===== config.mk =====
export PLATFORM = sky130hd
export DESIGN_NAME = vtcr_cfg_regs
export DESIGN_NICKNAME = d
export VERILOG_FILES = /design/src/rtl/vtcr_pkg.sv /design/src/rtl/vtcr_cfg_regs.sv
export SDC_FILE = /design/constraint.sdc
export NUM_CORES = 1
export LEC_CHECK = 0
export ABC_CLOCK_PERIOD_IN_PS = 1500
export BUFFER_PORTS_ARGS = -buffer_cell sky130_fd_sc_hd__buf_4
export CAP_MARGIN = 20
export CORE_MARGIN = 5
export CORE_UTILIZATION = 51
export DETAILED_ROUTE_END_ITERATION = 12
export GPL_TIMING_DRIVEN = 0
export PLACE_DENSITY = 0.84
export SLEW_MARGIN = 10
export SYNTH_ARGS = -nofsm -noshare
export SYNTH_HDL_FRONTEND = slang
export SYNTH_SLANG_ARGS = --single-unit

===== constraint.sdc =====
create_clock -name clk -period 1.5 [get_ports clk]
set_clock_uncertainty 0.1 [all_clocks]
set_input_delay 0.15 -clock clk [delete_from_list [all_inputs] [get_ports clk]]
set_output_delay 0.15 -clock clk [all_outputs]
set_load 0.005 [all_outputs]

===== src/rtl/vtcr_pkg.sv =====
`default_nettype none

package vtcr_pkg;

	// Block memory geometry; the memory size is a power of two so addresses wrap
	localparam int MEM_BYTES       = 8192;
	localparam int MAX_BLOCK_BYTES = 32;
	localparam int ADDR_W          = $clog2(MEM_BYTES);
	localparam int LOAD_ADDR_W     = 13;

	// Frame header capture
	localparam int HDR_DEPTH = 11;
	localparam int HDR_IDX_W = $clog2(HDR_DEPTH);

	// Job queue between front and back
	localparam int JOB_Q_DEPTH = 2;

	// Configuration register indexes
	localparam int CFG_IDX_W = 3;
	localparam logic [CFG_IDX_W-1:0] CFG_TAG_UID        = 3'd0;
	localparam logic [CFG_IDX_W-1:0] CFG_STORAGE_FORMAT = 3'd1;
	localparam logic [CFG_IDX_W-1:0] CFG_FAMILY_ID      = 3'd2;
	localparam logic [CFG_IDX_W-1:0] CFG_BLOCK_TOTAL    = 3'd3;
	localparam logic [CFG_IDX_W-1:0] CFG_BLOCK_BYTES    = 3'd4;
	localparam logic [CFG_IDX_W-1:0] CFG_CHIP_REFERENCE = 3'd5;

	// Request flags and command codes
	localparam int FLAG_ADDRESS_BIT   = 5;
	localparam int FLAG_INVENTORY_BIT = 2;
	localparam logic [7:0] OP_INVENTORY  = 8'h01;
	localparam logic [7:0] OP_READ_BLOCK = 8'h20;
	localparam logic [7:0] OP_SYS_INFO   = 8'h2B;

	// Response constants
	localparam logic [7:0] RESP_OK          = 8'h00;
	localparam logic [7:0] RESP_ERR_FLAGS   = 8'h01;
	localparam logic [7:0] RESP_ERR_RANGE   = 8'h10;
	localparam logic [7:0] SYS_INFO_FLAGS   = 8'h0F;

	typedef struct packed {
		logic [63:0] tag_uid;
		logic [7:0]  storage_format_id;
		logic [7:0]  family_id;
		logic [8:0]  block_total;
		logic [5:0]  block_bytes;
		logic [7:0]  chip_reference;
	} cfg_t;

	typedef struct packed {
		logic                   command;
		logic [7:0]             data_byte;
		logic                   frame_end;
		logic [LOAD_ADDR_W-1:0] load_address;
	} in_item_t;

	typedef struct packed {
		logic [7:0] resp_byte;
		logic       resp_last;
	} out_item_t;

	typedef enum logic [1:0] {
		JOB_INVENTORY,
		JOB_SYS_INFO,
		JOB_READ_OK,
		JOB_READ_ERR
	} job_kind_t;

	typedef struct packed {
		job_kind_t         kind;
		logic [5:0]        eff;
		logic [ADDR_W-1:0] base;
	} job_t;

	typedef struct packed {
		logic              en;
		logic [ADDR_W-1:0] addr;
		logic [7:0]        data;
	} mem_wr_t;

endpackage

`default_nettype wire


===== src/rtl/vtcr_cfg_regs.sv =====
`default_nettype none

module vtcr_cfg_regs (
	input  wire logic                             clk,
	input  wire logic                             arst_n,
	input  wire logic                             cfg_valid,
	output logic                                  cfg_ready,
	input  wire logic [vtcr_pkg::CFG_IDX_W-1:0]   cfg_index,
	input  wire logic [63:0]                      cfg_data,
	output vtcr_pkg::cfg_t                        cfg
);
	import vtcr_pkg::*;

	cfg_t cfg_q;

	assign cfg_ready = 1'b1;
	assign cfg       = cfg_q;

	// Register writes; unknown indexes are dropped
	always_ff @(posedge clk or negedge arst_n) begin
		if (!arst_n) begin
			cfg_q.tag_uid           <= '0;
			cfg_q.storage_format_id <= '0;
			cfg_q.family_id         <= '0;
			cfg_q.block_total       <= 9'd64;
			cfg_q.block_bytes       <= 6'd4;
			cfg_q.chip_reference    <= '0;
		end else if (cfg_valid && cfg_ready) begin
			case (cfg_index)
				CFG_TAG_UID:        cfg_q.tag_uid           <= cfg_data;
				CFG_STORAGE_FORMAT: cfg_q.storage_format_id <= cfg_data[7:0];
				CFG_FAMILY_ID:      cfg_q.family_id         <= cfg_data[7:0];
				CFG_BLOCK_TOTAL:    cfg_q.block_total       <= cfg_data[8:0];
				CFG_BLOCK_BYTES:    cfg_q.block_bytes       <= cfg_data[5:0];
				CFG_CHIP_REFERENCE: cfg_q.chip_reference    <= cfg_data[7:0];
				default: ;
			endcase
		end
	end

endmodule

`default_nettype wire


==> impl_metrics.yaml <==
status:
  outcome: "complete, no violations"
route:
  first_pass_iters: 4
  viasPerCell: 4.92
  wirelength_um: 11200
  antenna_left: 0
  num_vias: 2869
  routedWlPerCell_um: 19.1
  drt_iter0_drc: 65
  drcViolationCount: 0
layout:
  largest_reg_flops: 103
  layout-drive-gt1-share_pct: 63.8
  stdcell_count: 583
  syn_to_final_growth_pct: 53.9
  fillers: 430
  diodes: 0
  final_nets: 543
  post-route-util_pct: 79.4
setup_path:
  crit_path_end_kind: "asynchronous set/reset pin"
  worst-path-max-fanout: 63
  worstPathRequired_ps: 1870
  cp.arrival_ps: 1650
  reg2regPathDepth: 1
  crit_type: "in -> async"
  critPathLaunchType: "input pin"
logic_synthesis:
  synthesis.nets: 294
  synthArstFlopShare_pct: 100
  synth_edf_count: 0
  synth_top_area_share_pct: 60.3
  netlist_area_um2: 4190
  yosysTopAreaCell: "dfrtp_1"
  synth_flop_cell: "dfrtp_1"
  syn_inst: 224
  synth_area_leaders: "dfrtp_1 60%, mux2_4 21%, mux2_2 12%, buf_12 2.9%, dfstp_2 1.3%"
  avgSynthCellArea_um2: 18.7
  synth_warnings: 0
  synth_cell_types: 14
  yosys_register_bits: 103
  yosysSeqAreaShare_pct: 61.5
floorplanning:
  rows: 33
  io_pins: 174
  dieHeight_um: 101
  fp.dieW_um: 101
  design.core.area_um2: 8130
  start_util_pct: 51.6
  dieArea_um2: 10100
clock_tree:
  cts_setup_buffers: 0
  cts_buffers: 9
  cts_htree_levels: 3
  clock_path_buffers: 2
  clock_latency_ps: 350
  post_cts_resized: 0
  cts-root-buf: "clkbuf_8"
  cts_sinks: 103
  path_clk_slew_ps: 100
  cts_tree: "built"
global_route:
  grt_pass1_vias: 3327
  grt_util_met3_pct: 7.06
  antenna_found_initial: 0
  overflow: 0
  met2_usage_pct: 41.3
  grt_max_degree: 64
  grt_usage_pct: 22.5
  top_usage_layer: "met2"
  grt_first_pass_wirelength_um: 17500
  use_met1_pct: 25.0
flow_run:
  maxCapViolations: 0
placement:
  placed_cells: 502
  gp_congestion: 0.751
  hpwlAfterDp_um: 7240
  port-buffer-count: 172
sta:
  finalCritPeriodShare_pct: 85.2
  holdWs_ps: 286
  tns_ps: 0
  max_freq_ghz: 0.782
  setup_violations: 0
  tightest_slew_ps: 792
  hold_viol_final: 0
  period_needed_ps: 1280
  slew_viol_final: 0
  rsz0062_at_grt: "no"
  relSlewSlack_pct: 47.2
pwr:
  p_per_area_nw_per_um2: 1180
  cellLeakagePower_nw: 3.12
  power_w: 0.00761
  ir_drop_mv: 0.632
worst_hold_path:
  hold_path_depth: 4
  hold_path.class: "in -> reg"
layout make-up:
type | instances | area, um^2 | area share (%)
plain buffers | 11 | 154 | 2.38
clock buffers | 12 | 135 | 2.09
clock inverters | 4 | 32.5 | 0.504
flip-flops and latches | 103 | 2580 | 40.0
well taps | 105 | 131 | 2.04
multi-input cells | 110 | 1460 | 22.6
repair buffers | 238 | 1960 | 30.4
through the flow:
step / instance area [um^2] / worst slack (ps)
after floorplan: 4190 / 182
after global placement: 5620 / -42.0
after detailed placement: 5640 / -56.4
after CTS: 6450 / 204
after global routing: 6450 / 57.9
final: 6450 / 222
critical path, cell delays in order:
cell	delay [ps]
dlygate4sd3_1	530
buf_4	630
buf_12	320
power breakdown:
part / internal (W) / switching, W / total, W
Sequential: 0.00340 / 0.000369 / 0.00377
Clock: 0.000613 / 0.000901 / 0.00151
Combinational: 0.00162 / 0.000710 / 0.00233
Yosys cell counts, types with 2 or more instances:
master,count
buf_12,6
buf_2,3
dfrtp_1,101
dfstp_2,2
mux2_2,43
mux2_4,60
nor4bb_1,2
routing by layer:
metal	vias up	routed length (um)
li1	1293	-
met1	1450	4000
met4	0	128
met2	112	6060
met3	14	978
met5	-	0
what timing repair did:
action | 4_1_cts | 5_1_grt
setup endpoints to repair | 0 | 0
hold buffers | 65 | 0
endpoints found under the hold margin | 163 | 0
cell families after synthesis:
group | synth area share, %
buffers and inverters | 3.67
DFF | 61.5
muxes | 33.0
other | 0.0894
and+or+nand+nor | 1.70
final timing paths:
check / slack [ps] / start / end
min in group asynchronous: 330 / arst_n / cfg[31]
setup / recovery: 220 / arst_n / cfg[10]
hold reg to reg: 420 / cfg[6] / cfg[6]
max in group clk: 260 / cfg[10] / cfg[10]
hold / removal: 290 / cfg_index[2] / cfg[92]
setup reg to reg: 600 / cfg[98] / cfg[98]
cell usage in the layout, fill, tap and decap left out, drive strengths merged:
cell	n
buf	184
dlygate4sd3	65
dfrtp	101
nand4b	2
clkinvlp	2
nor4b	1
and4bb	1
clkbuf	12
clkinv	2
conb	1
mux2	103
nor4bb	2
dfstp	2
No activity file was read; power rests on OpenSTA's default activity.
