`src/rtl/vtcr_pkg.sv`:
```
`default_nettype none

package vtcr_pkg;

	// Block memory geometry; the memory size is a power of two so addresses wrap
	localparam int MEM_BYTES       = 8192;
	localparam int MAX_BLOCK_BYTES = 32;
	localparam int ADDR_W          = $clog2(MEM_BYTES);
	localparam int LOAD_ADDR_W     = 13;

	// Frame header capture
	localparam int HDR_DEPTH = 11;
	localparam int HDR_IDX_W = $clog2(HDR_DEPTH);

	// Job queue between front and back
	localparam int JOB_Q_DEPTH = 2;

	// Configuration register indexes
	localparam int CFG_IDX_W = 3;
	localparam logic [CFG_IDX_W-1:0] CFG_TAG_UID        = 3'd0;
	localparam logic [CFG_IDX_W-1:0] CFG_STORAGE_FORMAT = 3'd1;
	localparam logic [CFG_IDX_W-1:0] CFG_FAMILY_ID      = 3'd2;
	localparam logic [CFG_IDX_W-1:0] CFG_BLOCK_TOTAL    = 3'd3;
	localparam logic [CFG_IDX_W-1:0] CFG_BLOCK_BYTES    = 3'd4;
	localparam logic [CFG_IDX_W-1:0] CFG_CHIP_REFERENCE = 3'd5;

	// Request flags and command codes
	localparam int FLAG_ADDRESS_BIT   = 5;
	localparam int FLAG_INVENTORY_BIT = 2;
	localparam logic [7:0] OP_INVENTORY  = 8'h01;
	localparam logic [7:0] OP_READ_BLOCK = 8'h20;
	localparam logic [7:0] OP_SYS_INFO   = 8'h2B;

	// Response constants
	localparam logic [7:0] RESP_OK          = 8'h00;
	localparam logic [7:0] RESP_ERR_FLAGS   = 8'h01;
	localparam logic [7:0] RESP_ERR_RANGE   = 8'h10;
	localparam logic [7:0] SYS_INFO_FLAGS   = 8'h0F;

	typedef struct packed {
		logic [63:0] tag_uid;
		logic [7:0]  storage_format_id;
		logic [7:0]  family_id;
		logic [8:0]  block_total;
		logic [5:0]  block_bytes;
		logic [7:0]  chip_reference;
	} cfg_t;

	typedef struct packed {
		logic                   command;
		logic [7:0]             data_byte;
		logic                   frame_end;
		logic [LOAD_ADDR_W-1:0] load_address;
	} in_item_t;

	typedef struct packed {
		logic [7:0] resp_byte;
		logic       resp_last;
	} out_item_t;

	typedef enum logic [1:0] {
		JOB_INVENTORY,
		JOB_SYS_INFO,
		JOB_READ_OK,
		JOB_READ_ERR
	} job_kind_t;

	typedef struct packed {
		job_kind_t         kind;
		logic [5:0]        eff;
		logic [ADDR_W-1:0] base;
	} job_t;

	typedef struct packed {
		logic              en;
		logic [ADDR_W-1:0] addr;
		logic [7:0]        data;
	} mem_wr_t;

endpackage

`default_nettype wire

```
`src/rtl/vtcr_front.sv`:
```
`default_nettype none

module vtcr_front (
	input  wire logic                clk,
	input  wire logic                arst_n,
	input  wire vtcr_pkg::cfg_t      cfg,
	input  wire logic                push,
	output logic                     full,
	input  wire vtcr_pkg::in_item_t  in_item,
	input  wire logic                job_full,
	input  wire logic                jobs_pending,
	output logic                     job_push,
	output vtcr_pkg::job_t           job,
	output vtcr_pkg::mem_wr_t        mem_wr
);
	import vtcr_pkg::*;

	logic [7:0] hdr_q [HDR_DEPTH];
	logic [7:0] len_q;

	logic [7:0]  hdr_n [HDR_DEPTH];
	logic [7:0]  len_n;
	logic [8:0]  len_inc;
	logic        accept;
	logic        frame_beat;
	logic        addressed;
	logic        inv_flag;
	logic        uid_mismatch;
	logic        uid_ok;
	logic [7:0]  blk;
	logic        rd_len_ok;
	logic [5:0]  eff;
	logic [13:0] prod;
	logic        job_ok;
	job_kind_t   kind;

	// Loads wait until every queued response has read the memory
	assign full       = job_full || (in_item.command && jobs_pending);
	assign accept     = push && !full;
	assign frame_beat = accept && !in_item.command;

	// Memory load port
	assign mem_wr.en   = accept && in_item.command &&
	                     (32'(in_item.load_address) < MEM_BYTES);
	assign mem_wr.addr = ADDR_W'(in_item.load_address);
	assign mem_wr.data = in_item.data_byte;

	// Header as it stands with the current beat included
	assign len_inc = {1'b0, len_q} + 9'd1;
	assign len_n   = (len_q == 8'hFF) ? 8'hFF : len_inc[7:0];

	always_comb begin
		for (int i = 0; i < HDR_DEPTH; i++) begin
			hdr_n[i] = (len_q == 8'(i)) ? in_item.data_byte : hdr_q[i];
		end
	end

	// Frame classification
	always_comb begin
		addressed    = hdr_n[0][FLAG_ADDRESS_BIT];
		inv_flag     = hdr_n[0][FLAG_INVENTORY_BIT];
		uid_mismatch = 1'b0;
		for (int i = 0; i < 8; i++) begin
			if (hdr_n[2+i] != cfg.tag_uid[8*i +: 8]) uid_mismatch = 1'b1;
		end
		uid_ok    = !(addressed && !inv_flag && (len_n >= 8'd10)) || !uid_mismatch;
		blk       = addressed ? hdr_n[10] : hdr_n[2];
		rd_len_ok = addressed ? (len_n >= 8'd11) : (len_n >= 8'd3);
		eff       = (cfg.block_bytes > 6'(MAX_BLOCK_BYTES)) ? 6'(MAX_BLOCK_BYTES)
		                                                    : cfg.block_bytes;
		prod      = 14'(blk) * 14'(eff);

		kind   = JOB_INVENTORY;
		job_ok = 1'b0;
		case (hdr_n[1])
			OP_INVENTORY: begin
				kind   = JOB_INVENTORY;
				job_ok = 1'b1;
			end
			OP_SYS_INFO: begin
				kind   = JOB_SYS_INFO;
				job_ok = 1'b1;
			end
			OP_READ_BLOCK: begin
				kind   = ({1'b0, blk} >= cfg.block_total) ? JOB_READ_ERR : JOB_READ_OK;
				job_ok = rd_len_ok;
			end
			default: ;
		endcase
		job_ok = job_ok && uid_ok && (len_n >= 8'd2);
	end

	assign job_push  = frame_beat && in_item.frame_end && job_ok;
	assign job.kind  = kind;
	assign job.eff   = eff;
	assign job.base  = ADDR_W'(prod);

	// Frame length; restarts after the last beat
	always_ff @(posedge clk or negedge arst_n) begin
		if (!arst_n) begin
			len_q <= '0;
		end else if (frame_beat) begin
			len_q <= in_item.frame_end ? 8'd0 : len_n;
		end
	end

	// Header bytes past the eleventh are dropped
	always_ff @(posedge clk) begin
		if (frame_beat && (len_q < 8'(HDR_DEPTH))) begin
			hdr_q[len_q[HDR_IDX_W-1:0]] <= in_item.data_byte;
		end
	end

endmodule

`default_nettype wire

```
`config.mk`:
```
export PLATFORM = sky130hd
export DESIGN_NAME = vtcr_front
export DESIGN_NICKNAME = d
export VERILOG_FILES = /design/src/rtl/vtcr_pkg.sv /design/src/rtl/vtcr_front.sv
export SDC_FILE = /design/constraint.sdc
export NUM_CORES = 1
export LEC_CHECK = 0
export ABC_AREA = 1
export BUFFER_PORTS_ARGS = -buffer_cell sky130_fd_sc_hd__buf_2
export CORE_AREA = 2 2 117 119
export DETAILED_ROUTE_END_ITERATION = 10
export DIE_AREA = 0 0 119 121
export GPL_TIMING_DRIVEN = 0
export PLACE_DENSITY = 0.93
export SLEW_MARGIN = 15
export SYNTH_ARGS = -nofsm -noshare
export SYNTH_HDL_FRONTEND = slang
export SYNTH_SLANG_ARGS = --single-unit
export TNS_END_PERCENT = 20
```
`constraint.sdc`:
```
create_clock -name clk -period 8 [get_ports clk]
set_input_delay 0 -clock clk [delete_from_list [all_inputs] [get_ports clk]]
set_output_delay 0 -clock clk [all_outputs]
set_load 0.01 [all_outputs]
```
==> results of run 1 <==
## logic make-up (layout without fill, tap and decap cells)
| group | Yosys count | in the layout | share of synthesized area |
|---|---|---|---|
| and+or+nand+nor | 587 | 587 | 0.3259 |
| adders and majority gates | 57 | 57 | 0.1158 |
| buffers and inverters | 193 | 346 | 0.1114 |
| DFF | 90 | 90 | 0.3451 |
| xor gates and xnor gates | 21 | 21 | 0.02384 |
| AOI/OAI and AO/OA | 96 | 96 | 0.07800 |
## through the flow
stage	instances	setup slack, ps	util
2_1_floorplan	1044	3211	-
3_3_place_gp	1357	2675	0.6589
3_5_place_dp	1357	2601	0.6589
4_1_cts	1373	2221	0.6819
5_1_grt	1373	1692	0.6819
6_report	1373	2154	0.6819
## critical path: stages, from the launching register on
cell and delay [ps]:
sky130_fd_sc_hd__dfrtp_1 420, sky130_fd_sc_hd__inv_1 120, sky130_fd_sc_hd__ha_1 260, sky130_fd_sc_hd__nand2_1 120, sky130_fd_sc_hd__nor2_1 220, sky130_fd_sc_hd__nand2_1 100
sky130_fd_sc_hd__o21ai_2 170, sky130_fd_sc_hd__inv_1 210, sky130_fd_sc_hd__o21ai_1 330, sky130_fd_sc_hd__inv_1 170, sky130_fd_sc_hd__nor2_1 150, sky130_fd_sc_hd__fa_1 450
sky130_fd_sc_hd__fa_1 540, sky130_fd_sc_hd__inv_1 50, sky130_fd_sc_hd__fa_1 530, sky130_fd_sc_hd__inv_1 40, sky130_fd_sc_hd__ha_1 340, sky130_fd_sc_hd__a21oi_1 160
sky130_fd_sc_hd__o21ai_0 140, sky130_fd_sc_hd__a21o_1 200, sky130_fd_sc_hd__a21oi_1 200, sky130_fd_sc_hd__nor2_1 60, sky130_fd_sc_hd__nor2_1 90, sky130_fd_sc_hd__nor2_1 40
sky130_fd_sc_hd__nor2_1 110, sky130_fd_sc_hd__xnor2_1 120, sky130_fd_sc_hd__buf_2 140
## metal layers
metal,up-vias,GRT usage,part of all wire
met3,73,0.04464,0.098
met1,3442,0.3393,0.36
li1,3592,-,-
met2,423,0.5338,0.51
met4,0,0.1272,0.036
met5,-,0,0
## sequential cells by signal, summed over array words and instances, names as in the netlist
register,flops
hdr_q,82
len_q,8
## worst min-delay path by stage
stage | cells after the start | slack, ps | to | from
2_1_floorplan | 0 | -300 | len_q[0] | arst_n
3_3_place_gp | 1 | -150 | len_q[4] | arst_n
3_5_place_dp | 1 | -150 | len_q[6] | arst_n
4_1_cts | 2 | 30 | len_q[1] | arst_n
5_1_grt | 2 | 80 | len_q[3] | arst_n
6_report | 2 | 30 | len_q[1] | arst_n
## cell usage in the layout, fill, tap and decap left out, types with 2 or more instances in the layout
cell / netlist / routed
sky130_fd_sc_hd__nand2_1: 364 / 364
sky130_fd_sc_hd__inv_6: 0 / 2
sky130_fd_sc_hd__nand2_2: 5 / 5
sky130_fd_sc_hd__clkbuf_1: 5 / 5
sky130_fd_sc_hd__dfrtp_1: 8 / 8
sky130_fd_sc_hd__buf_2: 3 / 140
sky130_fd_sc_hd__buf_6: 3 / 3
sky130_fd_sc_hd__clkinv_1: 2 / 3
sky130_fd_sc_hd__o21bai_1: 5 / 5
sky130_fd_sc_hd__nor3_1: 4 / 4
sky130_fd_sc_hd__fa_1: 24 / 24
sky130_fd_sc_hd__o31ai_1: 2 / 2
sky130_fd_sc_hd__nor2_4: 10 / 10
sky130_fd_sc_hd__inv_2: 4 / 4
sky130_fd_sc_hd__nand3_1: 58 / 58
sky130_fd_sc_hd__a21oi_1: 19 / 19
sky130_fd_sc_hd__nand3_2: 2 / 2
sky130_fd_sc_hd__nor2_1: 110 / 110
sky130_fd_sc_hd__o22ai_1: 7 / 7
sky130_fd_sc_hd__nor2_2: 3 / 3
sky130_fd_sc_hd__xor2_1: 14 / 14
sky130_fd_sc_hd__xnor2_1: 7 / 7
sky130_fd_sc_hd__nand3b_1: 22 / 22
sky130_fd_sc_hd__nand4_1: 2 / 2
sky130_fd_sc_hd__buf_4: 26 / 26
sky130_fd_sc_hd__inv_1: 149 / 149
sky130_fd_sc_hd__o21ai_2: 4 / 4
sky130_fd_sc_hd__o21ai_1: 10 / 10
sky130_fd_sc_hd__ha_1: 33 / 33
sky130_fd_sc_hd__o21ai_0: 33 / 33
sky130_fd_sc_hd__o21bai_2: 10 / 10
sky130_fd_sc_hd__o21a_1: 2 / 2
sky130_fd_sc_hd__clkbuf_16: 0 / 9
sky130_fd_sc_hd__edfxtp_1: 82 / 82
## final cells by class
| cell class | count | area share |
|---|---|---|
| plain buffers | 38 | 0.03113 |
| clock buffers | 9 | 0.02524 |
| clock inverters | 6 | 0.007292 |
| inverters | 155 | 0.06521 |
| multi-input cells | 761 | 0.4701 |
| flip-flops and latches | 90 | 0.2984 |
| well taps | 176 | 0.02468 |
| repair buffers | 138 | 0.07797 |
## repair_timing
item,CTS,global route
hold buffers,1,0
hold endpoints to repair,8,0
setup endpoints to repair,0,0
buffers inserted,0,0
## power by group
group	internal, mW	switching (mW)	leakage (nW)	total (mW)
sequential	0.523	0.00990	0.845	0.533
clock	0.241	0.182	0.144	0.423
combinational	0.352	0.591	3.53	0.942
==> impl_metrics.ini, run 1 <==
[floorplan]
start_util = 0.5897
pin_count = 176
floorplan.die_area_sq_um = 14400
num_rows = 42
die_y_um = 121
coreArea_sq_um = 13090
chipWidth_um = 119

[worst_setup_path]
worst-r2r-setup-slack_ps = 5370
worst-path-max-fanout = 6
worstPathArrival_ps = 5850
worstSetupStartpointType = flip-flop
worst_setup_path_end_kind = output port
worst-setup-path-type = flip-flop to output port
regToRegStartpoint = len_q[7]
timing.critical_path.to = job[11]
ff2ff_path_depth = 7
cp_startpoint = len_q[0]
regToRegEndpoint = hdr_q[5][6]
data_required_time_of_the_worst_path_ps = 8000

[place]
gp_congestion = 0.9314
port-buffer-count = 137
placed_area_sq_um = 8622
hpwl_um = 15340

[clock_network]
insertion_delay_ps = 350
cts.clk_slew.worst_paths_ps = 60
clock_sink_count = 90
tritoncts = built
cts_inserted_buffers = 9
cts-htree-levels = 3
clock-root-buffer = sky130_fd_sc_hd__clkbuf_16
cts_resized = 0
clk_path_buf_depth = 2

[routing]
vias_per_instance = 5.484
length_of_the_first_detailed_routing_pass_in_iterations = 6
post-route-drc-count = 0
antenna_violating_nets_post_route = 0
vias = 7530
routedWlPerCell_um = 15.03
drt_iter0_markers = 866
drt-total-wl_um = 20630

[finish]
ff_latch_area_sq_um = 2663
area.growth.synth_to_final_pct = 15.63
finish.net_count = 1381
ant_diodes = 0
layout_cell_share_with_drive_strength_beyond_1 = 0.1896
stdcell_area_sq_um = 8922
final.fill_count = 981
multiInputGateArea_sq_um = 4194

[global_route]
grt_overflow_total = 0
first_global_vias = 7219
globalRouteTotalUtil = 0.2920
global_route_wire_length_before_repair_um = 33180
antenna_found_initial = 0
grt_start_max_net_pins = 19

[synth]
number_of_unique_standard_cell_types_used_by_synthesis = 44
synth_edf_count = 82
synth_common_cells = sky130_fd_sc_hd__nand2_1, sky130_fd_sc_hd__inv_1, sky130_fd_sc_hd__nor2_1
seq_area_frac_synth = 0.3451
syn_nets = 1232
yosysMostFrequentCell = sky130_fd_sc_hd__nand2_1
synth.ff_latch_count = 90
synthesis.area_per_instance_sq_um = 7.391
synth_flop_cell = sky130_fd_sc_hd__edfxtp_1
netlist.top_cell.by_area = sky130_fd_sc_hd__edfxtp_1
fraction_of_registers_with_async_set_or_reset_after_synthesis = 0.08889
yosysWarnings = 0
post-synth-top-area-fraction = 0.3191
cell_types_with_the_largest_area_share_after_synthesis = sky130_fd_sc_hd__edfxtp_1, sky130_fd_sc_hd__nand2_1, sky130_fd_sc_hd__inv_1, sky130_fd_sc_hd__fa_1, sky130_fd_sc_hd__ha_1
syn_area_sq_um = 7716
synthesis.instances = 1044

[timing]
fin_setup_tns_ps = 0
min_period_over_period = 0.7308
holdWs_ps = 26.39
fmax_mhz = 171.1
final_critical_path_required_period_ps = 5846
relSlewSlack = 0.5047
finalHoldViolCount = 0
worst_slew_pin_slew_ps = 740.2
timing.final.max_slew_violations = 0
rsz0062_at_grt = false
final-setup-viol-count = 0
clock_skew_after_layout_ps = 12.87

[power]
cellLeakagePower_nw = 4.518
power_density_nw_per_um2 = 212.8
vdd_ir_drop_max_mv = 0.1459
finalPower_mw = 1.899

[min_path]
hold_class = input pin to async pin

[outcome]
outcome = finished clean

[run]
timing.max_cap.violations = 0
No activity file was read; power rests on OpenSTA's default activity.
==> run 2, diff against run 1 <==
CORE_AREA = 2 2 128 130   (was 2 2 117 119)
DIE_AREA = 0 0 130 132   (was 0 0 119 121)
PLACE_DENSITY = 0.83   (was 0.93)
clock period = 4.89 ns   (was 8 ns; I/O delays follow)
==> impl_metrics.ini, run 2 (synthesis gave the netlist of run 1 again) <==
[clock_network]
cts-htree-levels = 3
cts.clk_slew.worst_paths_ps = 60
clock_sink_count = 90
tritoncts = built
clk_path_buf_depth = 2
clock-root-buffer = sky130_fd_sc_hd__clkbuf_16
cts_inserted_buffers = 9
insertion_delay_ps = 350

[timing]
clock_skew_after_layout_ps = 12.97
rsz0062_at_grt = true
finalWorstSetupSlack_ps = -100.2
min_period_over_period = 1.020
timing.final.max_slew_violations = 0
fmax_mhz = 200.4
worst_slew_pin_slew_ps = 743.6
relSlewSlack = 0.5024
finalHoldViolCount = 0
final_critical_path_required_period_ps = 4990
final-setup-viol-count = 3

[global_route]
met1_usage = 0.3095
globalRouteTotalUtil = 0.2565
antenna_found_initial = 0
grt_overflow_total = 0
global_route_wire_length_before_repair_um = 34580
gr-usage-met2 = 0.4552
first_global_vias = 7294
gr-max-usage-layer = met2
grt_use_met3 = 0.03125
grt_start_max_net_pins = 19

[routing]
drt-total-wl_um = 21930
routedWlPerCell_um = 15.13
drt_iter0_markers = 620
vias = 7603
post-route-drc-count = 0
antenna_violating_nets_post_route = 0
length_of_the_first_detailed_routing_pass_in_iterations = 5
vias_per_instance = 5.247

[worst_setup_path]
worst_path_largest_cell_delay_ps = 490
worstSetupStartpointType = flip-flop
worst_setup_path_end_kind = output port
worst-path-max-fanout = 8
worstPathArrival_ps = 4990
worst_path_most_repeated_cell = sky130_fd_sc_hd__nor2_1
data_required_time_of_the_worst_path_ps = 4890
worst-r2r-setup-slack_ps = 2430
critPathSlowestCell = sky130_fd_sc_hd__fa_1
worst-setup-path-type = flip-flop to output port

[power]
combPwrFrac = 0.553
power_frac_clock = 0.200
power.internal_mw = 2.076
net_switching_component_of_the_power_mw = 1.453
switching_fraction = 0.4118
power_density_nw_per_um2 = 369.2
cellLeakagePower_nw = 4.725
finalPower_mw = 3.529
pwr-share-seq = 0.247
vdd_ir_drop_max_mv = 0.3461

[place]
hpwl_um = 14990
gp_congestion = 0.9026
dp.cells = 1397
dp_worst_setup_slack_ps = -601.6
port-buffer-count = 137

[min_path]
hold_class = input pin to async pin

[floorplan]
die_y_um = 132
chipWidth_um = 130
pin_count = 176
start_util = 0.4911
coreArea_sq_um = 15710
num_rows = 46
floorplan.die_area_sq_um = 17160

[finish]
largest_reg_flops = 82
area.growth.synth_to_final_pct = 23.89
layoutNonFillerInstCount = 1449
final_cell_mix = sky130_fd_sc_hd__nand2_1, sky130_fd_sc_hd__inv_1, sky130_fd_sc_hd__buf_2
mostFrequentLayoutCell = sky130_fd_sc_hd__nand2_1
layout_cell_share_with_drive_strength_beyond_1 = 0.2555
ant_diodes = 0
finish.net_count = 1416

[outcome]
outcome = finished, violations left
violations = negative setup slack

[run]
timing.max_cap.violations = 0
## run 2: changes by cell type in the layout (fill, tap and decap cells not counted), sizes merged
cell	delta
clkinv	-1
clkbuf	+2
buf	+35
## run 2: per-stage QoR
| stage | cell area [sq um] | TNS, ps | hold slack, ps | utilization |
|---|---|---|---|---|
| 2_1_floorplan | 7716 | 0 | -295.6 | - |
| 3_5_place_dp | 8672 | -1656 | -150.5 | 0.5519 |
| 4_1_cts | 9525 | -0.4707 | 31.90 | 0.6062 |
| 6_report | 9559 | -175.8 | 26.29 | 0.6084 |
| 5_1_grt | 9559 | -1024 | 60.40 | 0.6084 |
| 3_3_place_gp | 8672 | -1246 | -150.8 | 0.5519 |
## run 2: power by group through the flow
stage	Combinational [mW]	Sequential (mW)	Clock, mW
after floorplan	1.10	0.885	0
after global placement	1.48	0.888	0
after detailed placement	1.52	0.889	0
after CTS	1.87	0.870	0.701
after global routing	2.16	0.873	0.731
final	1.95	0.871	0.705
## run 2: what timing repair did
item,in CTS,in global routing
cloned,3,0
pin swaps,39,7
resized for setup,85,7
hold buffers,1,0
endpoints found under the hold margin,8,0
setup endpoints to repair,7,5
buffers inserted,30,2
## run 2: routing by layer
layer,vias to the layer above,part of all wire,wire (um)
met5,-,0,0
met4,0,0.035,763
met3,65,0.073,1600
met2,358,0.50,11060
met1,3521,0.39,8507
li1,3659,-,-
## run 2: path summary, 6_finish.rpt
kind | startpoint | to | cells after the start
setup / recovery | len_q[2] | job[11] | 26
hold reg to reg | len_q[5] | len_q[5] | 2
max in group asynchronous | arst_n | len_q[1] | 2
hold / removal | arst_n | len_q[5] | 2
setup reg to reg | len_q[1] | hdr_q[6][6] | 7
min in group clk | in_item[17] | hdr_q[9][3] | 1
## run 2: worst max-delay path, delay by kind of cell, from the launching register on
family	cells	cell delay, ps
flops	1	380
fa+ha+maj	4	1660
simple gates	9	970
xor+xnor	1	130
compound gates	6	780
buf+inv	6	710
## run 2: cell type report
type	instances	area, sq um
fillers	1333	6153
multi-input cells	761	4452
flip-flops and latches	90	2669
repair buffers	173	982.2
inverters	155	589.3
plain buffers	38	302.8
well taps	216	270.3
clock buffers	11	232.7
clock inverters	5	61.31
