===== config.mk =====
export PLATFORM = sky130hd
export DESIGN_NAME = vtcr_job_fifo
export DESIGN_NICKNAME = d
export VERILOG_FILES = /design/src/rtl/vtcr_pkg.sv /design/src/rtl/vtcr_job_fifo.sv
export SDC_FILE = /design/constraint.sdc
export NUM_CORES = 1
export LEC_CHECK = 0
export BUFFER_PORTS_ARGS = -buffer_cell sky130_fd_sc_hd__buf_4
export CORE_MARGIN = 3
export CORE_UTILIZATION = 54
export DETAILED_ROUTE_END_ITERATION = 12
export PLACE_DENSITY = 0.82
export SYNTH_ARGS = -nofsm -noshare
export SYNTH_HDL_FRONTEND = slang
export SYNTH_SLANG_ARGS = --single-unit
export TNS_END_PERCENT = 100

===== constraint.sdc =====
create_clock -name clk -period 4.55 [get_ports clk]
set_input_delay 0.455 -clock clk [delete_from_list [all_inputs] [get_ports clk]]
set_output_delay 0.455 -clock clk [all_outputs]
set_load 0.05 [all_outputs]

===== src/rtl/vtcr_pkg.sv =====
`default_nettype none

package vtcr_pkg;

	// Block memory geometry; the memory size is a power of two so addresses wrap
	localparam int MEM_BYTES       = 8192;
	localparam int MAX_BLOCK_BYTES = 32;
	localparam int ADDR_W          = $clog2(MEM_BYTES);
	localparam int LOAD_ADDR_W     = 13;

	// Frame header capture
	localparam int HDR_DEPTH = 11;
	localparam int HDR_IDX_W = $clog2(HDR_DEPTH);

	// Job queue between front and back
	localparam int JOB_Q_DEPTH = 2;

	// Configuration register indexes
	localparam int CFG_IDX_W = 3;
	localparam logic [CFG_IDX_W-1:0] CFG_TAG_UID        = 3'd0;
	localparam logic [CFG_IDX_W-1:0] CFG_STORAGE_FORMAT = 3'd1;
	localparam logic [CFG_IDX_W-1:0] CFG_FAMILY_ID      = 3'd2;
	localparam logic [CFG_IDX_W-1:0] CFG_BLOCK_TOTAL    = 3'd3;
	localparam logic [CFG_IDX_W-1:0] CFG_BLOCK_BYTES    = 3'd4;
	localparam logic [CFG_IDX_W-1:0] CFG_CHIP_REFERENCE = 3'd5;

	// Request flags and command codes
	localparam int FLAG_ADDRESS_BIT   = 5;
	localparam int FLAG_INVENTORY_BIT = 2;
	localparam logic [7:0] OP_INVENTORY  = 8'h01;
	localparam logic [7:0] OP_READ_BLOCK = 8'h20;
	localparam logic [7:0] OP_SYS_INFO   = 8'h2B;

	// Response constants
	localparam logic [7:0] RESP_OK          = 8'h00;
	localparam logic [7:0] RESP_ERR_FLAGS   = 8'h01;
	localparam logic [7:0] RESP_ERR_RANGE   = 8'h10;
	localparam logic [7:0] SYS_INFO_FLAGS   = 8'h0F;

	typedef struct packed {
		logic [63:0] tag_uid;
		logic [7:0]  storage_format_id;
		logic [7:0]  family_id;
		logic [8:0]  block_total;
		logic [5:0]  block_bytes;
		logic [7:0]  chip_reference;
	} cfg_t;

	typedef struct packed {
		logic                   command;
		logic [7:0]             data_byte;
		logic                   frame_end;
		logic [LOAD_ADDR_W-1:0] load_address;
	} in_item_t;

	typedef struct packed {
		logic [7:0] resp_byte;
		logic       resp_last;
	} out_item_t;

	typedef enum logic [1:0] {
		JOB_INVENTORY,
		JOB_SYS_INFO,
		JOB_READ_OK,
		JOB_READ_ERR
	} job_kind_t;

	typedef struct packed {
		job_kind_t         kind;
		logic [5:0]        eff;
		logic [ADDR_W-1:0] base;
	} job_t;

	typedef struct packed {
		logic              en;
		logic [ADDR_W-1:0] addr;
		logic [7:0]        data;
	} mem_wr_t;

endpackage

`default_nettype wire


===== src/rtl/vtcr_job_fifo.sv =====
`default_nettype none

module vtcr_job_fifo (
	input  wire logic            clk,
	input  wire logic            arst_n,
	input  wire logic            wr_en,
	input  wire vtcr_pkg::job_t  wr_job,
	output logic                 q_full,
	input  wire logic            rd_en,
	output vtcr_pkg::job_t       rd_job,
	output logic                 q_empty
);
	import vtcr_pkg::*;

	localparam int PTR_W = (JOB_Q_DEPTH > 1) ? $clog2(JOB_Q_DEPTH) : 1;
	localparam int CNT_W = $clog2(JOB_Q_DEPTH + 1);

	job_t             slot_q [JOB_Q_DEPTH];
	logic [PTR_W-1:0] wr_ptr_q;
	logic [PTR_W-1:0] rd_ptr_q;
	logic [CNT_W-1:0] count_q;
	logic             do_wr;
	logic             do_rd;

	assign q_full  = (count_q == CNT_W'(JOB_Q_DEPTH));
	assign q_empty = (count_q == '0);
	assign do_wr   = wr_en && !q_full;
	assign do_rd   = rd_en && !q_empty;
	assign rd_job  = slot_q[rd_ptr_q];

	// Pointers and fill level
	always_ff @(posedge clk or negedge arst_n) begin
		if (!arst_n) begin
			wr_ptr_q <= '0;
			rd_ptr_q <= '0;
			count_q  <= '0;
		end else begin
			if (do_wr) begin
				wr_ptr_q <= (wr_ptr_q == PTR_W'(JOB_Q_DEPTH - 1)) ? '0 : wr_ptr_q + 1'b1;
			end
			if (do_rd) begin
				rd_ptr_q <= (rd_ptr_q == PTR_W'(JOB_Q_DEPTH - 1)) ? '0 : rd_ptr_q + 1'b1;
			end
			case ({do_wr, do_rd})
				2'b10:   count_q <= count_q + 1'b1;
				2'b01:   count_q <= count_q - 1'b1;
				default: ;
			endcase
		end
	end

	always_ff @(posedge clk) begin
		if (do_wr) slot_q[wr_ptr_q] <= wr_job;
	end

endmodule

`default_nettype wire


==> metrics.md, run 1 <==
| Metric | Value |
|---|---|
| H-tree depth | `2` |
| Combinational share of power | `42.9%` |
| Clock buffer depth | `2` |
| CTS tree | `built` |
| Hold Fails Final Rpt | `0` |
| Worst-Skew Late Latency | `0.34 ns` |
| Core area | `slightly below 3000 um^2` |
| Yosys reg bits | `46` |
| Resize count post-CTS | `0` |
| Worst hold path class | `input pin to flip-flop` |
| Final period util | `a little over half` |
| Finished Layout Cells | `179` |
| Row count | `19` |
| Post-Syn Nets | `approximately 110` |
| Final setup viols | `0` |
| CTS root buf | `clkbuf_4` |
| Chip width | `62.38 um` |
| Gpl congestion | `~0.64` |
| P_leak | `~0.86 nW` |
| Drt via density | `just under 5` |
| Cell Pwr Density | `roughly 760 nW/um^2` |
| RSZ-0062 raised after global routing | `false` |
| Most common cell after layout, fill and taps aside | `buf_4` |
| DRT Pass-1 Iters | `4` |
| Achievable Freq | `415.6 MHz` |
| Layout area overhead | `29.52%` |
| Clock sinks | `46` |
| Detailed Place HPWL | `1821 um` |
| Netlist cell types | `13` |
| Final TNS setup | `0 ns` |
| Total placed cells including tap cells | `between 150 and 200` |
| Final instance area | `between 2000 and 2500 um^2` |
| Die Height | `about 62 um` |
| Top Ports | `48` |
| Top cell type's share of synthesized area | `73.47%` |
| Fill cells | `188` |
| Net switching power | `660.5 uW` |
| Post-Synthesis Cell Area | `1717 um^2` |
| # diodes | `0` |
| Initial antenna violation count | `0` |
| Initial Utilization | `59.19%` |
| FF-to-FF setup slack | `about 2.7 ns` |
| CP Max Fanout | `22` |
| Startpoint Class | `flip-flop` |
| Hold_buf cts | `1` |
| Detailed Route Iter0 Violations | `15` |
| Fin crit period | `2.406 ns` |
| Worst-path clk slew | `0.12 ns` |
| Transition time of the tightest slew-check pin | `1.049 ns` |
| Drt drc | `0` |
| Sequential Power Share | `38.9%` |
| Mean Syn Cell Area | `20.68 um^2` |
| Sw Ratio | `about two fifths` |
| Vias in the first global route | `948` |
| Grt ovf | `0` |
| First-pass GRT wire length | `4333 um` |
| Clock share of power | `18.2%` |
| Cell taking the most area after synthesis | `edfxtp_1` |
| CTS buffer count | `5` |
| Critical path class | `flip-flop to output pin` |
| Final Total Pwr | `1.681 mW` |
| Post-synthesis sequential area ratio | `between 70% and 80%` |
| Total Wirelength | `2658 um` |
| Final Slew Violations | `0` |
| Post-CTS setup buffers | `0` |
| Clock skew | `0.003982 ns` |
| DP Area | `2102 um^2` |
| Maxcap violations | `0` |
| Worst setup EP type | `output pin` |
| Worst slew margin | `30.00%` |
| Pre-CTS setup slack | `2.548 ns` |
| Routed wire length per instance | `between 10 and 15 um` |
| VDD IR max | `579.9 uV` |
| Nets@finish | `162` |
| Most frequent cells in the layout | `buf_4 (47), edfxtp_1 (42), mux2_2 (21)` |
| Status | `completed` |
| Slack of the critical path | `between 2 and 2.5 ns` |
| Largest net degree at the start of global routing | `23` |
| Area contributors post-synth | `edfxtp_1 (73%), mux2_2 (14%), dfrtp_1 (5.8%), xnor2_1 (1.5%), buf_6 (1.3%)` |
| IO Port Bufs | `47` |
| Int Power | `about 1.0 mW` |
| Fraction of layout cells with a size suffix above 1 | `56.93%` |
| Total track usage | `between 10% and 20%` |
| Die Area | `3891 um^2` |
| Post-route ant nets | `0` |
| Mapped Cells | `83` |
| Via count | `~890` |
| Critical Path AT | `1.95 ns` |
| Crit path required time | `4.09 ns` |
| Syn. warnings | `0` |
==> sequential cells by signal, summed over array words and instances, names as in the netlist <==
name and count:
rd_ptr_q 1, slot_q 42, count_q 2, wr_ptr_q 1
==> worst paths after layout <==
check                      cells after the start              startpoint                      to
max in group asynchronous                      2                  arst_n    rd_ptr_q$_DFFE_PN0P_
hold reg to reg                                1  count_q[1]$_DFFE_PN0P_  count_q[1]$_DFFE_PN0P_
setup reg to reg                               3  count_q[0]$_DFFE_PN0P_  slot_q[0][4]$_DFFE_PP_
min in group asynchronous                      2                  arst_n  count_q[0]$_DFFE_PN0P_
setup / recovery                               2    rd_ptr_q$_DFFE_PN0P_              rd_job[17]
hold / removal                                 1               wr_job[9]  slot_q[0][9]$_DFFE_PP_
==> cell families after synthesis <==
logic type / after synthesis / share of synthesized area, %
flops: 46 / 79.30
mux: 21 / 13.78
simple gates: 7 / 2.114
xor+xnor: 5 / 2.551
buf+inv: 3 / 1.530
fa+ha+maj: 1 / 0.7287
==> power groups by stage <==
stage | clock, mW | combinational [mW] | sequential, mW
global route | 0.327 | 0.755 | 0.669
CTS | 0.311 | 0.729 | 0.655
floorplan | 0 | 0.577 | 0.620
finish | 0.306 | 0.722 | 0.653
detailed placement | 0 | 0.726 | 0.664
global placement | 0 | 0.719 | 0.658
==> cells in the mapped netlist <==
| cell | count |
|---|---|
| ha_1 | 1 |
| mux2_2 | 21 |
| nand2b_1 | 1 |
| buf_6 | 2 |
| and3_1 | 1 |
| xor2_1 | 2 |
| nor2b_2 | 1 |
| dfrtp_1 | 4 |
| inv_1 | 1 |
| nor2_1 | 3 |
| xnor2_1 | 3 |
| edfxtp_1 | 42 |
| nand2_1 | 1 |
==> final cells by class <==
class                      instances  area, um^2  share of cell area [%]
clock inverter                     2       60.06                   2.701
tap                               42       52.55                   2.364
multi-input combinational         34       331.6                   14.91
sequential                        46        1361                   61.23
inverter                           1       3.754                  0.1688
timing repair buffer              48       362.8                   16.32
clock buffer                       6       51.30                   2.307
==> routing by layer <==
layer  track usage [%]  vias to the layer above  part of all wire [%]
li1                  -                      421                     -
met1             15.03                      422                    38
met2             26.48                       38                    51
met3             7.734                        6                   9.0
met4             5.510                        0                   1.5
met5                 0                        -                     0
==> worst max-delay path, stage by stage, from the launching register on <==
cell     delay [ns]
dfrtp_1        0.98
mux2_2         0.43
buf_4          0.19
==> metrics by stage <==
step	util [%]	hold slack (ns)
after detailed placement	72.48	0.2556
after floorplan	-	0.1594
final	76.66	0.2863
after CTS	76.66	0.2712
after global routing	76.66	0.2522
after global placement	72.48	0.2530
Power figures use the tool's default switching activity.
==> inputs of run 2 (changes only) <==
--- a/config.mk
+++ b/config.mk
@@ -5,11 +5,12 @@
 export SDC_FILE = /design/constraint.sdc
 export NUM_CORES = 1
 export LEC_CHECK = 0
+export ABC_AREA = 1
 export BUFFER_PORTS_ARGS = -buffer_cell sky130_fd_sc_hd__buf_4
 export CORE_MARGIN = 3
-export CORE_UTILIZATION = 54
+export CORE_UTILIZATION = 46
 export DETAILED_ROUTE_END_ITERATION = 12
-export PLACE_DENSITY = 0.82
+export PLACE_DENSITY = 0.74
 export SYNTH_ARGS = -nofsm -noshare
 export SYNTH_HDL_FRONTEND = slang
 export SYNTH_SLANG_ARGS = --single-unit
==> constraint.sdc (replaced) <==
create_clock -name clk -period 2.17 [get_ports clk]
set_input_delay 0.217 -clock clk [delete_from_list [all_inputs] [get_ports clk]]
set_output_delay 0.217 -clock clk [all_outputs]
set_load 0.05 [all_outputs]
==> run 2 against run 1 <==
Against the previous run: sequential share of layout area is 0.61 points lower; sequential power is 96% higher; non-clock buffer count is 3 higher; global-route usage is 0.11 points lower; critical path type unchanged; critical endpoint is now rd_job[14]; flip-flop and latch count stayed put; highest routed layer unchanged; register-to-register slack worse by 2.0 ns; clock skew is 0.0018 ns lower.
==> metrics.md, run 2 <==
| Metric | Value |
|---|---|
| Combinational share of power | `51.3% (+8.4 points)` |
| Yosys reg bits | `46 (unchanged)` |
| Net switching power | `1.645 mW (+150%)` |
| Netlist cell types | `12 (-1)` |
| Area contributors post-synth | `edfxtp_1 (72%), nand2_1 (16%), dfrtp_1 (5.7%), inv_1 (1.5%), buf_2 (1.1%)` |
| CTS root buf | `clkbuf_8` |
| RSZ-0062 raised after global routing | `false` |
| Fill cells | `279 (+48%)` |
| Final setup viols | `0 (unchanged)` |
| # diodes | `0 (unchanged)` |
| Total track usage | `14.89% (-0.11 points)` |
| Grt ovf | `0 (unchanged)` |
| Core area | `3495 um^2 (+20%)` |
| EDFF count, synth | `42 (unchanged)` |
| H-tree depth | `2 (unchanged)` |
| CTS tree | `built` |
| Sw Ratio | `46.26% (+7.0 points)` |
| DRT Pass-1 Iters | `4 (unchanged)` |
| Worst hold path class | `input pin to flip-flop` |
| Final Slew Violations | `0 (unchanged)` |
| Critical Path AT | `1.34 ns (-0.61 ns)` |
| Worst setup EP type | `output pin` |
| Drt drc | `0 (unchanged)` |
| Clock share of power | `12.6% (-5.6 points)` |
| Mean Syn Cell Area | `12.31 um^2 (-40%)` |
| Gpl congestion | `0.7082 (+11%)` |
| Fin crit period | `~1.6 ns` |
| IO Port Bufs | `47 (unchanged)` |
| Async set or reset register ratio after synthesis | `8.696% (unchanged)` |
| Achievable Freq | `643.8 MHz` |
| Cell Pwr Density | `1584 nW/um^2 (+110%)` |
| Post-Syn Nets | `168 (+54%)` |
| Worst-Skew Late Latency | `0.28 ns (-0.06 ns)` |
| Maxcap violations | `0 (unchanged)` |
| Final Total Pwr | `3.557 mW (+110%)` |
| CP Max Fanout | `22 (unchanged)` |
| Met1 usage | `17.09% (+2.1 points)` |
| Largest net degree at the start of global routing | `23 (unchanged)` |
| Nets@finish | `222 (+37%)` |
| P_leak | `1.010 nW (+17%)` |
| Clock buffer depth | `2 (unchanged)` |
| Post-route ant nets | `0 (unchanged)` |
| Top-count cell post-synth | `nand2_1` |
| Status | `completed` |
| Cell taking the most area after synthesis | `edfxtp_1` |
| Startpoint Class | `flip-flop` |
| Initial antenna violation count | `0 (unchanged)` |
| Worst slew margin | `75.55% (+46 points)` |
| Vias in the first global route | `1,107 (+17%)` |
| Biggest regs | `slot_q x42, count_q x2` |
| Via count | `1,136 (+28%)` |
| Sequential Power Share | `36.1% (-2.8 points)` |
| Total Wirelength | `3131 um (+18%)` |
| Int Power | `1.912 mW (+87%)` |
| Worst-path clk slew | `0.07 ns (-0.05 ns)` |
| Max FFs per register | `42 (unchanged)` |
| GR peak layer | `met2` |
| Hold Fails Final Rpt | `0 (unchanged)` |
| Detailed Route Iter0 Violations | `36 (+21)` |
| Die Height | `67.64 um (+8.4%)` |
| Most frequent cells in the layout | `nand2_1 (73), buf_4 (50), edfxtp_1 (42)` |
| Mapped Cells | `142 (+71%)` |
| Syn. warnings | `0 (unchanged)` |
| Final instance area | `2246 um^2 (+1.0%)` |
| Row count | `21 (+2)` |
| Post-synth top cells | `nand2_1 (73), edfxtp_1 (42), inv_1 (7)` |
| Top cell type's share of synthesized area | `72.15% (-1.3 points)` |
| Final period util | `between 70% and 80%` |
| Fraction of layout cells with a size suffix above 1 | `30.26% (-27 points)` |
| Initial Utilization | `50.02% (-9.2 points)` |
| Crit path required time | `1.95 ns (-2.14 ns)` |
| Post-Synthesis Cell Area | `1748 um^2 (+1.8%)` |
| Post-synthesis sequential area ratio | `77.88% (-1.4 points)` |
| Ys flop type | `edfxtp_1` |
| CTS buffer count | `5 (unchanged)` |
| Most common cell after layout, fill and taps aside | `nand2_1` |
| Chip width | `67.64 um (+8.4%)` |
| Drt via density | `4.714 (-4.9%)` |
| Met3 Track Usage GR | `4.992% (-2.7 points)` |
| Detailed Place HPWL | `2181 um (+20%)` |
| Critical path class | `flip-flop to output pin` |
| Grt met2 use | `25.03% (-1.4 points)` |
| Clock skew | `0.002196 ns (-0.001786 ns)` |
| Register with the most flip-flops | `slot_q` |
| Top Ports | `48 (unchanged)` |
| DP Area | `2163 um^2 (+2.9%)` |
| Die Area | `4575 um^2 (+18%)` |
| First-pass GRT wire length | `4809 um (+11%)` |
| WHS | `0.1144 ns (-0.1719 ns)` |
| Clock sinks | `46 (unchanged)` |
| Utilization after layout | `64.27% (-12 points)` |
| Post-CTS setup buffers | `0 (unchanged)` |
| Transition time of the tightest slew-check pin | `0.3663 ns (-0.6826 ns)` |
| Final TNS setup | `0 ns (unchanged)` |
| Layout area overhead | `28.49%` |
| Routed wire length per instance | `12.99 um (-13%)` |
| VDD IR max | `859.9 uV (+48%)` |
[run 2: cell types whose count changed in the layout (fill, tap and decap cells not counted), moves of 2 or more]
cell / before / now
bufinv_16: 2 / 0
buf_4: 47 / 50
nand2_1: 1 / 73
inv_2: 0 / 3
clkbuf_4: 5 / 0
inv_1: 1 / 7
nand3_1: 0 / 3
xor2_1: 2 / 0
xnor2_1: 3 / 1
clkbuf_8: 1 / 5
mux2_2: 21 / 0
[run 2: final timing paths]
path                                   startpoint                 endpoint  slack [ns]  depth (start not counted)
setup / recovery             rd_ptr_q$_DFFE_PN0P_               rd_job[14]        0.62                          4
hold / removal                          wr_job[5]   slot_q[1][5]$_DFFE_PP_        0.11                          1
setup reg to reg           count_q[1]$_DFFE_PN0P_  slot_q[0][12]$_DFFE_PP_        0.63                          6
hold reg to reg              wr_ptr_q$_DFFE_PN0P_     wr_ptr_q$_DFFE_PN0P_        0.49                          2
max in group asynchronous                  arst_n   count_q[1]$_DFFE_PN0P_        1.82                          2
min in group asynchronous                  arst_n     wr_ptr_q$_DFFE_PN0P_        0.25                          2
[run 2: metrics by stage]
step,std cells,setup WS (ns)
2_1_floorplan,142,0.2964
3_3_place_gp,234,0.7112
3_5_place_dp,234,0.6130
4_1_cts,241,0.5824
5_1_grt,241,0.4974
6_report,241,0.6166
[run 2: logic make-up (layout without fill, tap and decap cells)]
kind of cell	after synthesis	in the layout	share of synthesized area, %
compound gates	1	1	0.2861
flops	46	46	77.88
xor+xnor	1	1	0.5012
simple gates	79	79	17.32
fa+ha+maj	1	1	0.7157
buf+inv	14	67	3.293
[run 2: final cells by class]
cell class | instances | area [um^2] | area share [%]
Clock buffer | 5 | 68.82 | 3.064
Clock inverter | 1 | 3.754 | 0.1671
Inverter | 10 | 37.54 | 1.671
Multi-Input combinational cell | 82 | 331.6 | 14.76
Sequential cell | 46 | 1361 | 60.61
Tap cell | 46 | 57.56 | 2.563
Timing Repair Buffer | 51 | 385.4 | 17.16
[run 2: timing repair]
item,CTS,global route
setup endpoints to repair,0,0
hold endpoints to repair,4,0
hold buffers,1,0
gates resized for setup,0,0
[run 2: power by group through the flow]
stage | clock (mW) | combinational, mW | sequential, mW
after CTS | 0.466 | 1.85 | 1.28
after detailed placement | 0 | 1.84 | 1.30
after global placement | 0 | 1.81 | 1.29
after floorplan | 0 | 1.29 | 1.29
after global routing | 0.501 | 1.95 | 1.30
final | 0.448 | 1.83 | 1.28
[run 2: routing by layer]
layer  vias up  routed length (um)
met2        39                1558
met1       521                1274
met3         7                 240
met4         0                  57
li1        569                   -
met5         -                   0
[run 2: worst max-delay path, stage by stage, from the launching register on]
cell     delay (ns)
dfrtp_1        0.39
inv_2          0.29
nand2_1        0.09
nand2_1        0.09
buf_4          0.20
==> inputs of run 3 (changes only) <==
--- a/config.mk
+++ b/config.mk
@@ -8,9 +8,9 @@
 export ABC_AREA = 1
 export BUFFER_PORTS_ARGS = -buffer_cell sky130_fd_sc_hd__buf_4
 export CORE_MARGIN = 3
-export CORE_UTILIZATION = 46
+export CORE_UTILIZATION = 51
 export DETAILED_ROUTE_END_ITERATION = 12
-export PLACE_DENSITY = 0.74
+export PLACE_DENSITY = 0.78
 export SYNTH_ARGS = -nofsm -noshare
 export SYNTH_HDL_FRONTEND = slang
 export SYNTH_SLANG_ARGS = --single-unit
==> constraint.sdc (replaced) <==
create_clock -name clk -period 1.6 [get_ports clk]
set_input_delay 0.16 -clock clk [delete_from_list [all_inputs] [get_ports clk]]
set_output_delay 0.16 -clock clk [all_outputs]
set_load 0.05 [all_outputs]
==> run 3 against run 2 <==
Against the previous run: flip-flop and latch count is the same; setup slack worse by 0.53 ns; combinational power is 40% higher; core utilization is 16 points higher; clock power is 84% higher; design area is 12% higher.
==> metrics.md, run 3 (synthesis results as in run 2) <==
| Metric | Value |
|---|---|
| Total track usage | `18.41% (+3.5 points)` |
| Startpoint Class | `flip-flop` |
| Worst slew margin | `82.18% (+6.6 points)` |
| Clock skew | `0.004358 ns (+0.002162 ns)` |
| Via count | `1,227 (+8.0%)` |
| CP Max Fanout | `4 (-82%)` |
| Total Wirelength | `3363 um (+7.4%)` |
| # diodes | `0 (unchanged)` |
| Row count | `20 (-4.8%)` |
| Transition time of the tightest slew-check pin | `0.2655 ns (-0.1008 ns)` |
| CTS tree | `built` |
| WHS | `0.06207 ns (-0.05234 ns)` |
| CTS buffer count | `5 (unchanged)` |
| Status | `completed` |
| Critical Path AT | `1.77 ns (+0.43 ns)` |
| Post-CTS setup buffers | `0 (unchanged)` |
| Detailed Place HPWL | `2101 um (-3.7%)` |
| Cell at the slowest stage of the critical path | `dfrtp_1` |
| Initial Utilization | `55.44% (+5.4 points)` |
| Post-route ant nets | `0 (unchanged)` |
| Final TNS setup | `0 ns (unchanged)` |
| FF-to-FF Start | `count_q[1]$_DFFE_PN0P_` |
| Worst-Skew Late Latency | `0.35 ns (+0.07 ns)` |
| Drt drc | `0 (unchanged)` |
| Register with the most flip-flops | `slot_q` |
| Cell Pwr Density | `2049 nW/um^2 (+29%)` |
| P_leak | `1.126 nW (+11%)` |
| Die Height | `64.55 um (-4.6%)` |
| Routed wire length per instance | `12.74 um (-1.9%)` |
| Min-delay src | `rd_en` |
| Final period util | `94.59%` |
| Crit path required time | `1.85 ns (-0.10 ns)` |
| Clock sinks | `46 (unchanged)` |
| Vias in the first global route | `1,281 (+16%)` |
| Hold Fails Final Rpt | `0 (unchanged)` |
| Layout area overhead | `44.09%` |
| Top Ports | `48 (unchanged)` |
| Clock buffer depth | `2 (unchanged)` |
| Gpl congestion | `0.6389 (-9.8%)` |
| Worst-path clk slew | `0.12 ns (+0.05 ns)` |
| Final Slew Violations | `0 (unchanged)` |
| Grt ovf | `0 (unchanged)` |
| Most common cell after layout, fill and taps aside | `nand2_1` |
| CTS root buf | `clkbuf_4` |
| Setup crit start | `count_q[1]$_DFFE_PN0P_` |
| Core area | `3153 um^2 (-9.8%)` |
| Die Area | `4166 um^2 (-8.9%)` |
| Fin crit period | `between 1.5 and 2 ns` |
| H-tree depth | `2 (unchanged)` |
| Final Total Pwr | `5.161 mW (+45%)` |
| Chip width | `64.55 um (-4.6%)` |
| Initial antenna violation count | `0 (unchanged)` |
| Detailed Route Iter0 Violations | `30 (-17%)` |
| First-pass GRT wire length | `5630 um (+17%)` |
| IO Port Bufs | `47 (unchanged)` |
| Biggest regs | `slot_q x42, count_q x2` |
| Worst path cell trace | `inv_1 > nand2_1 > nand2_1 > inv_1 > ha_1 > inv_1 > nand3_1 > nand2_1 > nand2_1` |
| Maxcap violations | `0 (unchanged)` |
| Fraction of layout cells with a size suffix above 1 | `29.55% (-0.71 points)` |
| Max FFs per register | `42 (unchanged)` |
| DP Area | `2183 um^2 (+0.93%)` |
| Nets@finish | `245 (+10%)` |
| VDD IR max | `1142 uV (+33%)` |
| Achievable Freq | `660.8 MHz` |
| Critical path class | `flip-flop to flip-flop` |
| Final setup viols | `0 (unchanged)` |
| Worst setup EP type | `flip-flop` |
| Most frequent cells in the layout | `nand2_1 (73), buf_4 (51), edfxtp_1 (42)` |
| Max stage delay on crit path | `0.41 ns (+0.02 ns)` |
| Drt via density | `4.648 (-1.4%)` |
| DRT Pass-1 Iters | `4 (unchanged)` |
| Largest net degree at the start of global routing | `23 (unchanged)` |
| Worst hold path class | `input pin to flip-flop` |
| Final instance area | `2519 um^2 (+12%)` |
| Most common cell on crit path | `nand2_1` |
| RSZ-0062 raised after global routing | `false` |
-- run 3: cell types whose count changed in the layout (fill, tap and decap cells not counted), moves of 2 or more --
cell           delta
dlygate4sd3_1    +21
clkbuf_8          -5
clkbuf_4          +5
bufinv_16         +2
-- run 3: final timing paths --
path,to,slack (ns),depth (start not counted)
min in group asynchronous,wr_ptr_q$_DFFE_PN0P_,0.13,2
worst min-delay path,rd_ptr_q$_DFFE_PN0P_,0.06,3
worst max-delay path,count_q[1]$_DFFE_PN0P_,0.09,9
worst min register to register,wr_ptr_q$_DFFE_PN0P_,0.50,2
max in group asynchronous,rd_ptr_q$_DFFE_PN0P_,1.35,2
worst max register to register,count_q[1]$_DFFE_PN0P_,0.09,9
-- run 3: layout make-up --
cell class / instances / area, um^2
repair buffers: 74 / 618.1
clock buffers: 5 / 37.54
fillers: 211 / 634.4
clock inverters: 3 / 63.81
multi-input cells: 82 / 339.1
flip-flops and latches: 46 / 1363
inverters: 10 / 42.54
well taps: 44 / 55.05
-- run 3: metrics by stage --
stage / setup slack, ns / cells / utilization (%)
final: 0.08659 / 264 / 79.88
after global routing: 0.01048 / 264 / 79.88
after CTS: 0.04314 / 264 / 79.52
after detailed placement: 0.1149 / 234 / 69.25
after global placement: 0.2489 / 234 / 69.25
after floorplan: 0.02402 / 142 / -
-- run 3: critical path, delay by kind of cell (launching register included) --
kind / cells / cell delay, ns
simple gates: 5 / 0.42
buf+inv: 3 / 0.28
flops: 1 / 0.41
fa+ha+maj: 1 / 0.30
-- run 3: repair_timing --
action,in CTS,in global routing
pin swaps,0,0
gates resized for setup,1,4
endpoints found under the setup margin,3,21
hold buffers,22,0
hold endpoints to repair,46,0
-- run 3: power by group --
group	internal, mW	switching [mW]
clock network	0.481	0.344
logic	0.744	1.83
registers	1.65	0.114
-- run 3: per-layer routing --
metal	up-vias	wire, um	GRT usage (%)
met4	0	58	6.860
met5	-	0	0
li1	619	-	-
met1	566	1337	20.31
met2	34	1785	32.60
met3	8	181	6.412
